### src/rtl/core/rkrx_pkg.sv
// ----------------------------------------------------------------------------
// rkrx_pkg
// Shared types, constants and byte rotate helpers for the repeating key
// rotate/XOR cipher.
// ----------------------------------------------------------------------------
package rkrx_pkg;

    localparam int unsigned MAX_KEY_BYTES = 8;
    localparam int unsigned KEY_POS_W     = $clog2(MAX_KEY_BYTES);
    localparam int unsigned KEY_LEN_W     = 4;
    localparam int unsigned KEY_W         = 8 * MAX_KEY_BYTES;

    // Configuration register indexes
    localparam logic [1:0] CFG_METHOD  = 2'd0;
    localparam logic [1:0] CFG_DECRYPT = 2'd1;
    localparam logic [1:0] CFG_KEY     = 2'd2;
    localparam logic [1:0] CFG_KEY_LEN = 2'd3;

    typedef enum logic [2:0] {
        METH_UNSET     = 3'd0,
        METH_NAIVE     = 3'd1,
        METH_USUAL     = 3'd2,
        METH_SINGLE    = 3'd3,
        METH_ALTERNATE = 3'd4,
        METH_TWIN      = 3'd5,
        METH_BOTH      = 3'd6
    } method_t;

    typedef enum logic [1:0] {
        STAT_OK        = 2'd0,
        STAT_NO_METHOD = 2'd1,
        STAT_NO_KEY    = 2'd2
    } status_t;

    // Key byte and status for one item, from the key selector to stage one
    typedef struct packed {
        logic [7:0] key;
        status_t    status;
    } key_ctl_t;

    // Rotation amount of a byte read as a signed char: negative gives zero
    function automatic logic [2:0] rot_amt(input logic [7:0] k);
        rot_amt = k[7] ? 3'd0 : k[2:0];
    endfunction

    function automatic logic [7:0] rotl8(input logic [7:0] v, input logic [2:0] n);
        logic [15:0] w;
        w     = {v, v} << n;
        rotl8 = w[15:8];
    endfunction

    function automatic logic [7:0] rotr8(input logic [7:0] v, input logic [2:0] n);
        logic [15:0] w;
        w     = {v, v} >> n;
        rotr8 = w[7:0];
    endfunction

endpackage

### src/rtl/core/rkrx_keysel.sv
// ----------------------------------------------------------------------------
// rkrx_keysel
// Key position counter and key byte selection, with the error status check.
// ----------------------------------------------------------------------------
module rkrx_keysel
    import rkrx_pkg::*;
(
    input  logic                 clk,
    input  logic                 rst_n,
    input  logic                 advance,
    input  logic                 last,
    input  logic [2:0]           method_select,
    input  logic [KEY_W-1:0]     key_bytes,
    input  logic [KEY_LEN_W-1:0] key_length,
    output key_ctl_t             ctl
);

    logic [KEY_POS_W-1:0] key_position_reg;
    logic [KEY_POS_W-1:0] key_position_next;
    logic [KEY_LEN_W-1:0] len;
    logic [KEY_POS_W-1:0] pos_use;
    logic [KEY_LEN_W-1:0] pos_inc;
    status_t              status;

    always_comb
    begin
        len = (key_length > KEY_LEN_W'(MAX_KEY_BYTES)) ? KEY_LEN_W'(MAX_KEY_BYTES)
                                                        : key_length;
        if (method_select == METH_UNSET || method_select > METH_BOTH)
            status = STAT_NO_METHOD;
        else if (len == '0)
            status = STAT_NO_KEY;
        else
            status = STAT_OK;

        // fall back to the first key byte when the key was shortened mid message
        pos_use = ({1'b0, key_position_reg} < len) ? key_position_reg : '0;
        pos_inc = {1'b0, pos_use} + KEY_LEN_W'(1);

        key_position_next = key_position_reg;
        if (status == STAT_OK)
            key_position_next = (pos_inc >= len) ? '0 : pos_inc[KEY_POS_W-1:0];
        if (last)
            key_position_next = '0;

        ctl.key    = key_bytes[{pos_use, 3'b000} +: 8];
        ctl.status = status;
    end

    always_ff @(posedge clk or negedge rst_n)
    begin
        if (!rst_n)
            key_position_reg <= '0;
        else if (advance)
            key_position_reg <= key_position_next;
    end

endmodule

### src/rtl/core/rkrx_xform.sv
// ----------------------------------------------------------------------------
// rkrx_xform
// Byte transform: XOR with the key byte combined with 8-bit rotations.
// ----------------------------------------------------------------------------
module rkrx_xform
    import rkrx_pkg::*;
(
    input  logic [2:0] method_select,
    input  logic       decrypt_mode,
    input  logic [7:0] text,
    input  key_ctl_t   ctl,
    output logic [7:0] result
);

    logic [7:0] k;
    logic [2:0] a;
    logic [7:0] k_rot;
    logic [2:0] a_rot;
    logic [7:0] xf;

    always_comb
    begin
        k     = ctl.key;
        a     = rot_amt(k);
        k_rot = rotr8(k, a);
        a_rot = rot_amt(k_rot);
        case (method_select)
            METH_NAIVE:
                xf = text ^ k;
            METH_USUAL:
                xf = decrypt_mode ? (rotl8(text, a) ^ k) : rotr8(text ^ k, a);
            METH_SINGLE:
                xf = decrypt_mode ? rotl8(text ^ k, a) : (rotr8(text, a) ^ k);
            METH_ALTERNATE:
                if (k[0])
                    xf = decrypt_mode ? (rotr8(text, a) ^ k) : rotl8(text ^ k, a);
                else
                    xf = decrypt_mode ? (rotl8(text, a) ^ k) : rotr8(text ^ k, a);
            METH_TWIN:
                xf = text ^ k_rot;
            default:
                xf = decrypt_mode ? rotr8(text ^ k, a_rot) : (rotl8(text, a_rot) ^ k);
        endcase
        // force zero on any error status
        result = (ctl.status == STAT_OK) ? xf : 8'h00;
    end

endmodule

### src/rtl/core/repeating_key_rotate_xor_cipher.sv
// ----------------------------------------------------------------------------
// repeating_key_rotate_xor_cipher
// Repeating key rotate/XOR byte cipher with selectable method and direction.
// ----------------------------------------------------------------------------
// An input transfer goes through the input register and the output register to
// the master side. Throughput: one byte per cycle unless the output stalls;
// each register holds one item; a stalled output still lets one more byte in.
// Reset: clears the configuration registers, the key position and both
// valid flags; no clearing pass.
module repeating_key_rotate_xor_cipher
    import rkrx_pkg::*;
(
    input  logic        clk,
    input  logic        rst_n,
    // configuration write channel
    input  logic        cfg_valid,
    output logic        cfg_ready,
    input  logic [1:0]  cfg_index,
    input  logic [63:0] cfg_data,
    // input stream
    input  logic        s_axis_tvalid,
    output logic        s_axis_tready,
    input  logic [7:0]  s_axis_tdata,   // [7:0] text_byte
    input  logic        s_axis_tlast,
    // result stream
    output logic        m_axis_tvalid,
    input  logic        m_axis_tready,
    output logic [7:0]  m_axis_tdata,   // [7:0] result_byte
    output logic [1:0]  m_axis_tuser,   // [1:0] status
    output logic        m_axis_tlast
);

    logic [2:0]           method_select_reg;
    logic                 decrypt_mode_reg;
    logic [KEY_W-1:0]     key_bytes_reg;
    logic [KEY_LEN_W-1:0] key_length_reg;

    logic                 s1_valid_reg;
    logic                 s1_valid_next;
    logic [7:0]           s1_text_reg;
    logic                 s1_last_reg;
    key_ctl_t             s1_ctl_reg;

    logic                 out_valid_reg;
    logic                 out_valid_next;
    logic [7:0]           out_byte_reg;
    logic                 out_last_reg;
    status_t              out_status_reg;

    logic                 out_advance;
    logic                 s1_advance;
    logic                 in_xfer;
    key_ctl_t             key_ctl;
    logic [7:0]           xf_byte;

    assign cfg_ready = 1'b1;

    always_ff @(posedge clk or negedge rst_n)
    begin
        if (!rst_n)
        begin
            method_select_reg <= '0;
            decrypt_mode_reg  <= 1'b0;
            key_bytes_reg     <= '0;
            key_length_reg    <= '0;
        end
        else if (cfg_valid)
        begin
            unique case (cfg_index)
                CFG_METHOD:  method_select_reg <= cfg_data[2:0];
                CFG_DECRYPT: decrypt_mode_reg  <= cfg_data[0];
                CFG_KEY:     key_bytes_reg     <= cfg_data;
                CFG_KEY_LEN: key_length_reg    <= cfg_data[KEY_LEN_W-1:0];
            endcase
        end
    end

    // advance each stage when the one after it can take its item
    assign out_advance   = !out_valid_reg || m_axis_tready;
    assign s1_advance    = !s1_valid_reg || out_advance;
    assign s_axis_tready = s1_advance;
    assign in_xfer       = s_axis_tvalid && s1_advance;

    always_comb
    begin
        s1_valid_next  = s1_advance ? in_xfer : s1_valid_reg;
        out_valid_next = out_advance ? s1_valid_reg : out_valid_reg;
    end

    rkrx_keysel u_keysel (
        .clk           (clk),
        .rst_n         (rst_n),
        .advance       (in_xfer),
        .last          (s_axis_tlast),
        .method_select (method_select_reg),
        .key_bytes     (key_bytes_reg),
        .key_length    (key_length_reg),
        .ctl           (key_ctl)
    );

    rkrx_xform u_xform (
        .method_select (method_select_reg),
        .decrypt_mode  (decrypt_mode_reg),
        .text          (s1_text_reg),
        .ctl           (s1_ctl_reg),
        .result        (xf_byte)
    );

    always_ff @(posedge clk or negedge rst_n)
    begin
        if (!rst_n)
        begin
            s1_valid_reg  <= 1'b0;
            out_valid_reg <= 1'b0;
        end
        else
        begin
            s1_valid_reg  <= s1_valid_next;
            out_valid_reg <= out_valid_next;
        end
    end

    always_ff @(posedge clk)
    begin
        if (in_xfer)
        begin
            s1_text_reg <= s_axis_tdata;
            s1_last_reg <= s_axis_tlast;
            s1_ctl_reg  <= key_ctl;
        end
        if (out_advance && s1_valid_reg)
        begin
            out_byte_reg   <= xf_byte;
            out_last_reg   <= s1_last_reg;
            out_status_reg <= s1_ctl_reg.status;
        end
    end

    assign m_axis_tvalid = out_valid_reg;
    assign m_axis_tdata  = out_byte_reg;
    assign m_axis_tlast  = out_last_reg;
    assign m_axis_tuser  = out_status_reg;

endmodule

### config.mk
export PLATFORM = sky130hd
export DESIGN_NAME = repeating_key_rotate_xor_cipher
export DESIGN_NICKNAME = d
export VERILOG_FILES = /design/src/rtl/core/rkrx_pkg.sv /design/src/rtl/core/rkrx_keysel.sv /design/src/rtl/core/rkrx_xform.sv /design/src/rtl/core/repeating_key_rotate_xor_cipher.sv
export SDC_FILE = /design/constraint.sdc
export NUM_CORES = 1
export LEC_CHECK = 0
export BUFFER_PORTS_ARGS = -buffer_cell sky130_fd_sc_hd__buf_2
export CAP_MARGIN = 10
export CORE_UTILIZATION = 45
export DETAILED_ROUTE_END_ITERATION = 7
export HOLD_SLACK_MARGIN = 0.03
export PLACE_DENSITY = 0.61
export SETUP_SLACK_MARGIN = 0.5
export SLEW_MARGIN = 20
export SYNTH_ARGS = -nofsm -noshare
export SYNTH_HDL_FRONTEND = slang
export SYNTH_SLANG_ARGS = --single-unit
export TNS_END_PERCENT = 20
### constraint.sdc
create_clock -name clk -period 3.9 [get_ports clk]
set_clock_uncertainty 0.1 [all_clocks]
set_input_delay 0.39 -clock clk [delete_from_list [all_inputs] [get_ports clk]]
set_output_delay 0.39 -clock clk [all_outputs]
set_load 0.02 [all_outputs]
# Word-level counts from Yosys, hierarchy flattened
# Index checks and enable logic that the tools add are counted.
[totals]
register_bits = 107
input_bits = 80
elab_cells = 73
[classes]
eq_ne = 8
mux = 15
order_cmp = 4
add_sub_neg = 1
reduce_logical = 18
n_bitwise = 5
n_shift = 8
[ops]
columns = ["cell", "n"]
rows = [
  ["variable part select 64 x 7 -> 8 bit", 1],
  ["right shift 16 x 3 -> 8 bit", 4],
  ["left shift 16 x 3 -> 16 bit", 3],
  ["2-to-1 mux 8 bit", 5],
  ["one-hot mux 8 bit (5 select lines)", 1],
  ["XOR 8 bit", 5],
  ["2-to-1 mux 3 bit", 6],
  ["AND reduction 2 bit", 5],
  ["equality test 3 x 2 -> 1 bit, second input constant", 2],
  ["equality test 3 bit, second input constant", 2],
  ["logical NOT 2 bit", 3],
  ["adder 3 x 1 -> 4 bit, second input constant", 1],
  ["equality test 2 bit, second input constant", 2],
  ["greater-or-equal comparator 4 bit", 1],
  ["> comparator 4 bit, second input constant", 1],
  ["logical NOT 4 bit", 1],
  ["< comparator 3 x 4 -> 1 bit", 1],
  ["2-to-1 mux 2 bit", 2],
  ["2-to-1 mux 4 bit", 1],
  ["equality test 3 x 1 -> 1 bit, second input constant", 1],
  ["> comparator 3 bit, second input constant", 1],
  ["logical NOT 3 bit", 1],
  ["logical OR 1 bit", 3],
  ["equality test 2 x 1 -> 1 bit, second input constant", 1],
  ["3 further kinds", 5],
]

# Longest topological paths before layout
# Gate-level depths: netlist of the first run.
[logic_depth]
ltp_word = 9
ltp_mapped = 16
ltp_nobuf = 14

# Hierarchy
# From an unflattened synthesis of the first run, not the netlist that was laid out.
[hier_totals]
cells_unflattened = 811
hier_area_um2 = 8614.5
[by_module_without_submodules]
columns = ["mod", "area_per_inst_um2", "seq_area_each_um2", "cells_per_inst", "n_inst"]
rows = [
  ["repeating_key_rotate_xor_cipher", 3997.6, 2752.6, 195, 1],
  ["rkrx_xform", 3527.1, 0.0, 493, 1],
  ["rkrx_keysel", 1089.8, 75.1, 123, 1],
]

# Worst setup path after synthesis of the first run
# OpenSTA, ideal clock, no wires.
[synth_timing]
kind = "register to register"
start = "register key_length_reg[3]"
end = "register u_keysel.key_position_reg[0]"
synth_period_minus_slack_ns = 3.149
setup_time_ns = 0.129
path_slack_ns = 0.751
arrival_ns = 2.920
required_time_ns = 3.671
stages_incl_launch_ff = 17
n_path_buf = 2
path_cell_list = "dfrtp_1 > clkbuf_1 > inv_1 > nand2_1 > ha_1 > a21o_1 > a21oi_2 > o21ai_1 > buf_2 > inv_1 > ha_1 > xor2_1 > inv_1 > ha_1 > o21ai_0 > o21ai_0 > o21ai_0"
[synth_between]
elab_chain_cells = 9
elab_cells_between_ends = 15
cone_classes = "add/sub (1); order compare (3); mux (7); reduce/logical (4)"
[synth_rtl]
columns = ["item", "line", "text"]
rows = [
  ["start: declaration", "repeating_key_rotate_xor_cipher.sv:36", "logic [KEY_LEN_W-1:0] key_length_reg;"],
  ["start signal: assignment", "repeating_key_rotate_xor_cipher.sv:73", "CFG_KEY_LEN: key_length_reg <= cfg_data[KEY_LEN_W-1:0];"],
  ["> comparator 4 bit", "rkrx_keysel.sv:27", "len = (key_length > KEY_LEN_W'(MAX_KEY_BYTES)) ? KEY_LEN_W'(MAX_KEY_BYTES)"],
  ["2-to-1 mux 4 bit *", "rkrx_keysel.sv:27", ""],
  ["< comparator 3 x 4 -> 1 bit", "rkrx_keysel.sv:37", "pos_use = ({1'b0, key_position_reg} < len) ? key_position_reg : '0;"],
  ["2-to-1 mux 3 bit", "rkrx_keysel.sv:37", ""],
  ["adder 3 x 1 -> 4 bit", "rkrx_keysel.sv:38", "pos_inc = {1'b0, pos_use} + KEY_LEN_W'(1);"],
  ["greater-or-equal comparator 4 bit", "rkrx_keysel.sv:42", "key_position_next = (pos_inc >= len) ? '0 : pos_inc[KEY_POS_W-1:0];"],
  ["2-to-1 mux 3 bit", "rkrx_keysel.sv:42", ""],
  ["2-to-1 mux 3 bit", "rkrx_keysel.sv:41", "if (status == STAT_OK)"],
  ["2-to-1 mux 3 bit", "rkrx_keysel.sv:43", "if (last)"],
  ["end signal: assignment", "rkrx_keysel.sv:55", "key_position_reg <= key_position_next;"],
  ["end: declaration", "rkrx_keysel.sv:18", "logic [KEY_POS_W-1:0] key_position_reg;"],
]
# Mark *: on every way between the ends. The rest lies on a longest branch, timed or not. The select of a mux whose other input is x is not followed.
# A chain may end at the register's enable or synchronous reset.

# Worst setup path in the final report of the first run
[layout_timing]
start = "register s1_text_reg[6]"
end = "register out_byte_reg[3], in the netlist m_axis_tdata[3], data pin"
[layout_between]
elab_chain_cells = 5
elab_cells_between_ends = 16
cone_classes = "shift (6); mux (6); bitwise (4)"
[layout_rtl]
columns = ["item", "line", "text"]
rows = [
  ["start: declaration", "repeating_key_rotate_xor_cipher.sv:40", "logic [7:0] s1_text_reg;"],
  ["start signal: assignment", "repeating_key_rotate_xor_cipher.sv:127", "s1_text_reg <= s_axis_tdata;"],
  ["XOR 8 bit, or another cell as far along", "--", ""],
  ["right shift 16 x 3 -> 8 bit, or another cell as far along", "rkrx_pkg.sv:54", "w = {v, v} >> n;"],
  ["2-to-1 mux 8 bit, on equally long branches", "rkrx_xform.sv:31, rkrx_xform.sv:38, rkrx_xform.sv:36", ""],
  ["2-to-1 mux 8 bit", "rkrx_xform.sv:35", "if (k[0])"],
  ["one-hot mux 8 bit (5 select lines) *", "rkrx_xform.sv:27", "case (method_select)"],
  ["end signal: assignment", "repeating_key_rotate_xor_cipher.sv:133", "out_byte_reg <= xf_byte;"],
  ["end: declaration", "repeating_key_rotate_xor_cipher.sv:46", "logic [7:0] out_byte_reg;"],
]
# Mark *: on every way between the ends. The rest lies on a longest branch, timed or not.

==> flow_summary_export.csv, run 1 <==
group,metric,value,unit
job,drv_cap,0,
clock_tree,clock_sinks,107,
die,die_h,142,um
placement,port_buffers,92,
grt,grt_overflow,0,
clock_tree,clk_path_buf_depth,2,
synthesis,async_reset_ff_frac,0.720,
layout,drive_gt1_frac,0.326,
drt,vias,8046,
grt,grt_start_max_net_pins,78,
critical_path,crit_type,"flop to flop",
drt,drc,0,
synthesis,ys_ff_latch,107,
synthesis,syn_inst,916,
grt,track_usage,0.296,
synthesis,syn_area,8870,um^2
clock_tree,cts-root-buf,"clkbuf_16",
timing,finalSetupViolCount,0,
placement,post_dp_cell_area,9670,um^2
synthesis,yosys_warnings,0,
timing,fin_crit,3.44,ns
critical_path,worstReg2RegEnd,"m_axis_tdata[3]",
critical_path,crit_required,3.90,ns
drt,viasPerCell,6.40,
clock_tree,cts.reportedPaths.clkPinSlew,0.09,ns
timing,fin_crit_sh,0.881,
layout,largest_register_ff_count,64,
drt,ant_nets,0,
timing,rsz0062_at_grt,"true",
timing,clock.fmax,291,MHz
critical_path,crit_path_start,"s1_text_reg[6]",
die,core,19000,um^2
drt,drt-pass1-iter-count,6,
die,top_level_ports,94,
die,start_util,0.466,
placement,place_congestion,1.02,
min_path,worstHoldPathType,"input port to asynchronous set/reset pin",
synthesis,syn_area_per_cell,9.68,um^2
synthesis,synth_nets,1002,
placement,placed_cells,1235,
layout,fin_util,0.528,
synthesis,synth.top_cells.by_area,"dfrtp_1 22%, mux2_2 10%, edfxtp_1 10%",
layout,layout.cells.non_filler,1258,
synthesis,ys_types,84,
critical_path,reg2reg_slack,0.46,ns
timing,tightest_slew,0.966,ns
grt,grt_pass1_wl,45.1,mm
placement,dp_hpwl,21.4,mm
die,rows,50,
clock_tree,ctsHoldBuffers,0,
clock_tree,cts_inserted_buffers,9,
clock_tree,clk_latency,0.36,ns
synthesis,ys_seq_area_frac,0.319,
timing,finalSetupTns,0,ns
critical_path,critPathLaunchType,"flop",
die,dieArea,20300,um^2
timing,hold_viol_final,0,
layout,nets,1078,
critical_path,r2r_start,"s1_text_reg[6]",
timing,maxSlewHeadroom,0.356,
grt,grt_pass1_vias,7730,
synthesis,synth_ff_type,"dfrtp_1",
pwr,ir_worst_vdd,0.335,mV
clock_tree,cts_tree,"yes",
clock_tree,h-tree-depth,3,
critical_path,end_kind,"flop",
drt,post_drt_wl_per_cell,23.1,um
drt,routed_wirelength,29.1,mm
synthesis,synth_edf_count,30,
drt,drtIter0Drc,1006,
layout,fin_area,10100,um^2
timing,slew_violations,0,
pwr,power_density,625,nW/um^2
critical_path,r2r_cells,7,
die,die_w,142,um
status,status,"finished clean",
synthesis,synth_top_cell_area_share,0.217,
critical_path,cp.arrival,3.43,ns
layout,area_growth_syn_to_layout,13.4,%
pwr,p_leak,4.03,nW
grt,grt_antenna_before_repair,1,
critical_path,worst-path-max-fanout,11,
synthesis,yosys.area.top_type,"dfrtp_1",
synth_stat cells, types with 16 or more instances:
cell and instances:
nor2_1 54, mux2_2 82, o21ai_0 68, xnor2_1 17, a31oi_1 16, mux2i_1 41, nand2_1 85, clkbuf_1 51
edfxtp_1 30, a211oi_1 24, buf_2 23, mux4_2 35, dfrtp_1 77, a21oi_1 43
through the flow:
step	setup WS (ns)	hold WS, ns	power [W]
2_1_floorplan	0.751	-0.00559	0.00414
3_5_place_dp	0.467	0.313	0.00523
5_1_grt	0.407	0.101	0.00663
4_1_cts	0.600	0.101	0.00621
3_3_place_gp	0.471	0.310	0.00525
6_report	0.463	0.0548	0.00628
area by class of cell:
class	instances	area (um^2)
fill	1794	8970
multi-input combinational	696	5490
sequential	107	2830
timing repair buffer	162	1030
tap	260	325
clock buffer	9	225
clock inverter	7	88.8
inverter	16	63.8
antenna	1	2.50
power breakdown:
group / switching (W) / internal (W) / total, W / leakage [nW]
combinational: 0.00221 / 0.00155 / 0.00377 / 2.67
sequential: 0.000194 / 0.00139 / 0.00158 / 1.21
clock: 0.000473 / 0.000466 / 0.000939 / 0.153
what timing repair did:
action                     CTS  global route
pin swaps                    0             1
buffers inserted             4             2
setup endpoints to repair    2             7
gates resized for setup      0             2
logic make-up (layout without fill, tap and decap cells):
logic type	Yosys count	count (layout)	synth area share
buf+inv	113	194	0.0635
simple gates	233	233	0.125
other cells	1	2	0.000423
compound gates	272	272	0.218
fa+ha+maj	6	6	0.00847
mux	158	158	0.239
flops	107	107	0.319
xor+xnor	26	26	0.0257
placed cells by master (no fill, tap or decap), drive strengths merged, types with 9 or more instances in the layout:
cell type,count
mux2,82
a2111oi,10
a211oi,24
dfrtp,77
edfxtp,30
o211ai,14
clkbuf,9
a21oi,46
nor2b,15
a31oi,16
inv,17
o22ai,11
mux4,35
nand2,85
xor2,9
o21a,9
buf,162
nor3,15
mux2i,41
nand3,11
nand2b,10
xnor2,17
o21ai,76
nor2,55
worst max path at each step:
stage	to	slack [ns]
final	m_axis_tdata[3]	0.46
after floorplan	u_keysel.key_position_reg[0]	0.75
after global routing	m_axis_tdata[4]	0.41
after detailed placement	m_axis_tdata[7]	0.47
after CTS	m_axis_tdata[3]	0.60
after global placement	m_axis_tdata[3]	0.47
per-layer routing:
metal	GRT usage	vias up	part of all wire
li1	-	3632	-
met1	0.387	3842	0.39
met2	0.468	478	0.46
met3	0.0501	92	0.093
met4	0.160	2	0.053
met5	0	-	0.00034
critical path, stage by stage, from the launching register on:
cell	delay, ns
edfxtp_1	0.60
buf_4	0.29
mux4_2	0.49
a2111oi_2	0.69
nor4_1	0.10
a2111oi_0	0.56
and3_1	0.28
a2111oi_1	0.07
No activity file was read; power rests on OpenSTA's default activity.
==> inputs of run 2 (changes only) <==
--- a/config.mk
+++ b/config.mk
@@ -5,14 +5,15 @@
 export SDC_FILE = /design/constraint.sdc
 export NUM_CORES = 1
 export LEC_CHECK = 0
+export ABC_AREA = 1
 export BUFFER_PORTS_ARGS = -buffer_cell sky130_fd_sc_hd__buf_2
 export CAP_MARGIN = 10
+export CORE_MARGIN = 1.5
 export CORE_UTILIZATION = 45
 export DETAILED_ROUTE_END_ITERATION = 7
 export HOLD_SLACK_MARGIN = 0.03
 export PLACE_DENSITY = 0.61
 export SETUP_SLACK_MARGIN = 0.5
-export SLEW_MARGIN = 20
 export SYNTH_ARGS = -nofsm -noshare
 export SYNTH_HDL_FRONTEND = slang
 export SYNTH_SLANG_ARGS = --single-unit
==> flow_summary_export.csv, run 2 <==
group,metric,value,unit
status,status,"finished clean",
synthesis,synth_nets,1212,
placement,place_congestion,0.973,
pwr,pwr-share-comb,0.572,
pwr,power_frac_seq,0.267,
drt,ant_nets,0,
synthesis,ys_types,35,
timing,rsz0062_at_grt,"true",
grt,track_usage,0.273,
layout,final_common_cell,"nand2_1",
layout,largest_register_ff_count,64,
critical_path,critPathTopFamily,"simple AND/OR/NAND/NOR gates",
die,start_util,0.462,
timing,finalSetupTns,0,ns
clock_tree,clk_latency,0.37,ns
synthesis,synth_top_cell_area_share,0.240,
synthesis,syn_area_per_cell,7.12,um^2
critical_path,crit_type,"flop to flop",
synthesis,synth_ff_type,"dfrtp_1",
grt,grt_pass1_vias,7520,
synthesis,ys_ff_latch,107,
drt,drt-pass1-iter-count,7,
grt,grt_overflow,0,
drt,wl_met2,11.3,mm
synthesis,ys_seq_area_frac,0.353,
synthesis,synth.top_cells.by_area,"dfrtp_1 24%, nand3_1 18%, nand2_1 16%",
layout,final_cell_mix,"348 x nand2_1, 283 x nand3_1, 91 x buf_2",
pwr,power_switching,0.00295,W
synthesis,synthMostInstantiatedCell,"nand2_1",
critical_path,slowest_stage,"edfxtp_1",
layout,fin_area,8920,um^2
pwr,power.internal,0.00299,W
clock_tree,clk_path_buf_depth,2,
critical_path,crit_required,3.92,ns
synthesis,yosys.area.top_type,"dfrtp_1",
clock_tree,cts-root-buf,"clkbuf_16",
grt,grt_pass1_wl,39.1,mm
die,dieArea,18600,um^2
critical_path,path_buf_inv,1,
pwr,swShare,0.496,
synthesis,synth_edf_count,30,
die,core,17400,um^2
timing,fin_ws,0.680,ns
critical_path,critPathMostFrequentCell,"nand3_1",
pwr,p_leak,4.41,nW
pwr,ir_worst_vdd,0.292,mV
critical_path,crit_chain,"nand2_1, inv_1, nand3_1, nand3_1, nand2_2, nand2_4, nand2_1, nand3_1, nand3_1, nand2_1, nand2_1, nand3_1, a21oi_1",
timing,fin_crit_sh,0.826,
die,die_h,136,um
grt,grt_antenna_before_repair,0,
drt,vias,7996,
critical_path,worst-path-max-fanout,20,
pwr,power_frac_clock,0.162,
clock_tree,ctsHoldBuffers,0,
synthesis,synth_common_cells,"348 x nand2_1, 284 x nand3_1, 77 x dfrtp_1",
job,drv_cap,0,
drt,viasPerCell,5.62,
placement,dp_hpwl,18.2,mm
drt,post_drt_wl_per_cell,17.2,um
clock_tree,clock_sinks,107,
drt,drtIter0Drc,756,
grt,grt_start_max_net_pins,78,
die,die_w,136,um
drt,route.met3.wl,1.51,mm
critical_path,cpPeakStageDelay,0.60,ns
placement,post_dp_cell_area,8600,um^2
min_path,worstHoldPathType,"input port to asynchronous set/reset pin",
layout,nets,1279,
drt,top_layer,"met4",
synthesis,syn_area,8020,um^2
timing,tightest_slew,1.12,ns
clock_tree,cts.reportedPaths.clkPinSlew,0.09,ns
timing,finalSetupViolCount,0,
timing,maxSlewHeadroom,0.255,
synthesis,yosys_warnings,0,
synthesis,syn_inst,1126,
die,rows,48,
timing,fin_crit,3.22,ns
placement,port_buffers,92,
timing,clock.fmax,311,MHz
drt,drc,0,
drt,wl_met1,10.6,mm
timing,slew_violations,0,
clock_tree,cts_inserted_buffers,9,
clock_tree,h-tree-depth,3,
clock_tree,cts_tree,"yes",
layout,drive_gt1_frac,0.191,
critical_path,critPathLaunchType,"flop",
drt,routed_wirelength,24.4,mm
layout,area_growth_syn_to_layout,11.3,%
pwr,power_density,666,nW/um^2
critical_path,cp.arrival,3.24,ns
layout,n_antenna_cell,0,
critical_path,end_kind,"flop",
die,top_level_ports,94,
synthesis,async_reset_ff_frac,0.720,
timing,hold_viol_final,0,
placement,dp_slack,0.691,ns
[run 2: cell types whose count changed after synthesis, moves of 22 or more]
cell	previous run	this run
nand3_1	11	284
clkbuf_1	51	19
mux2i_1	41	0
o21ai_0	68	37
mux2_2	82	60
a21oi_1	43	21
mux4_2	35	0
inv_1	12	69
a211oi_1	24	0
nand2_1	85	348
[run 2: through the flow]
stage | utilization | total power [W] | instances | hold slack (ns)
finish | 0.514 | 0.00594 | 1423 | 0.0572
global placement | 0.495 | 0.00494 | 1405 | 0.309
floorplan | - | 0.00416 | 1126 | -0.00559
CTS | 0.513 | 0.00593 | 1421 | 0.0919
detailed placement | 0.495 | 0.00496 | 1405 | 0.325
global route | 0.514 | 0.00643 | 1423 | 0.0902
[run 2: metal layers]
metal	global-route usage	vias to the layer above
li1	-	3924
met1	0.356	3672
met2	0.444	327
met3	0.0362	73
met4	0.137	0
met5	0	-
[run 2: final timing paths]
kind	to	start	slack, ns	depth (start not counted)
min in group clk	s1_text_reg[7]	s_axis_tdata[7]	0.10	1
worst max-delay path	m_axis_tdata[5]	s1_ctl_reg[3]	0.68	13
max in group asynchronous	key_bytes_reg[8]	rst_n	2.97	1
worst max register to register	m_axis_tdata[5]	s1_ctl_reg[3]	0.68	13
worst min-delay path	m_axis_tvalid	rst_n	0.06	1
worst min register to register	m_axis_tlast	s1_last_reg	0.34	0
[run 2: cell type report]
type | count | area [um^2]
inverters | 75 | 285
flip-flops and latches | 107 | 2830
clock inverters | 7 | 78.8
multi-input cells | 886 | 4600
well taps | 225 | 282
fillers | 1750 | 8430
repair buffers | 114 | 628
clock buffers | 9 | 225
[run 2: cells by family after synthesis]
kind of cell / Yosys count / synth area share
other cells: 1 / 0.000468
compound gates: 102 / 0.0759
fa+ha+maj: 6 / 0.00937
simple gates: 708 / 0.392
xor+xnor: 9 / 0.00984
buf+inv: 133 / 0.0751
flops: 107 / 0.353
mux: 60 / 0.0843
[run 2: what timing repair did]
action / 4_1_cts / 5_1_grt
endpoints found under the setup margin: 0 / 9
buffers inserted: 0 / 2
resized for setup: 0 / 2
[run 2: power by group through the flow]
stage | logic, W | registers [W] | clock network, W
6_report | 0.00340 | 0.00158 | 0.000961
5_1_grt | 0.00380 | 0.00161 | 0.00101
4_1_cts | 0.00337 | 0.00158 | 0.000980
3_5_place_dp | 0.00336 | 0.00160 | 0
3_3_place_gp | 0.00334 | 0.00159 | 0
2_1_floorplan | 0.00262 | 0.00153 | 0
[run 2: worst register-to-register path, cell delays in order (launching register included)]
cell and delay (ns):
edfxtp_1 0.60, nand2_1 0.27, inv_1 0.46, nand3_1 0.21, nand3_1 0.14, nand2_2 0.27
nand2_4 0.28, nand2_1 0.10, nand3_1 0.12, nand3_1 0.11, nand2_1 0.08, nand2_1 0.05
nand3_1 0.08, a21oi_1 0.09
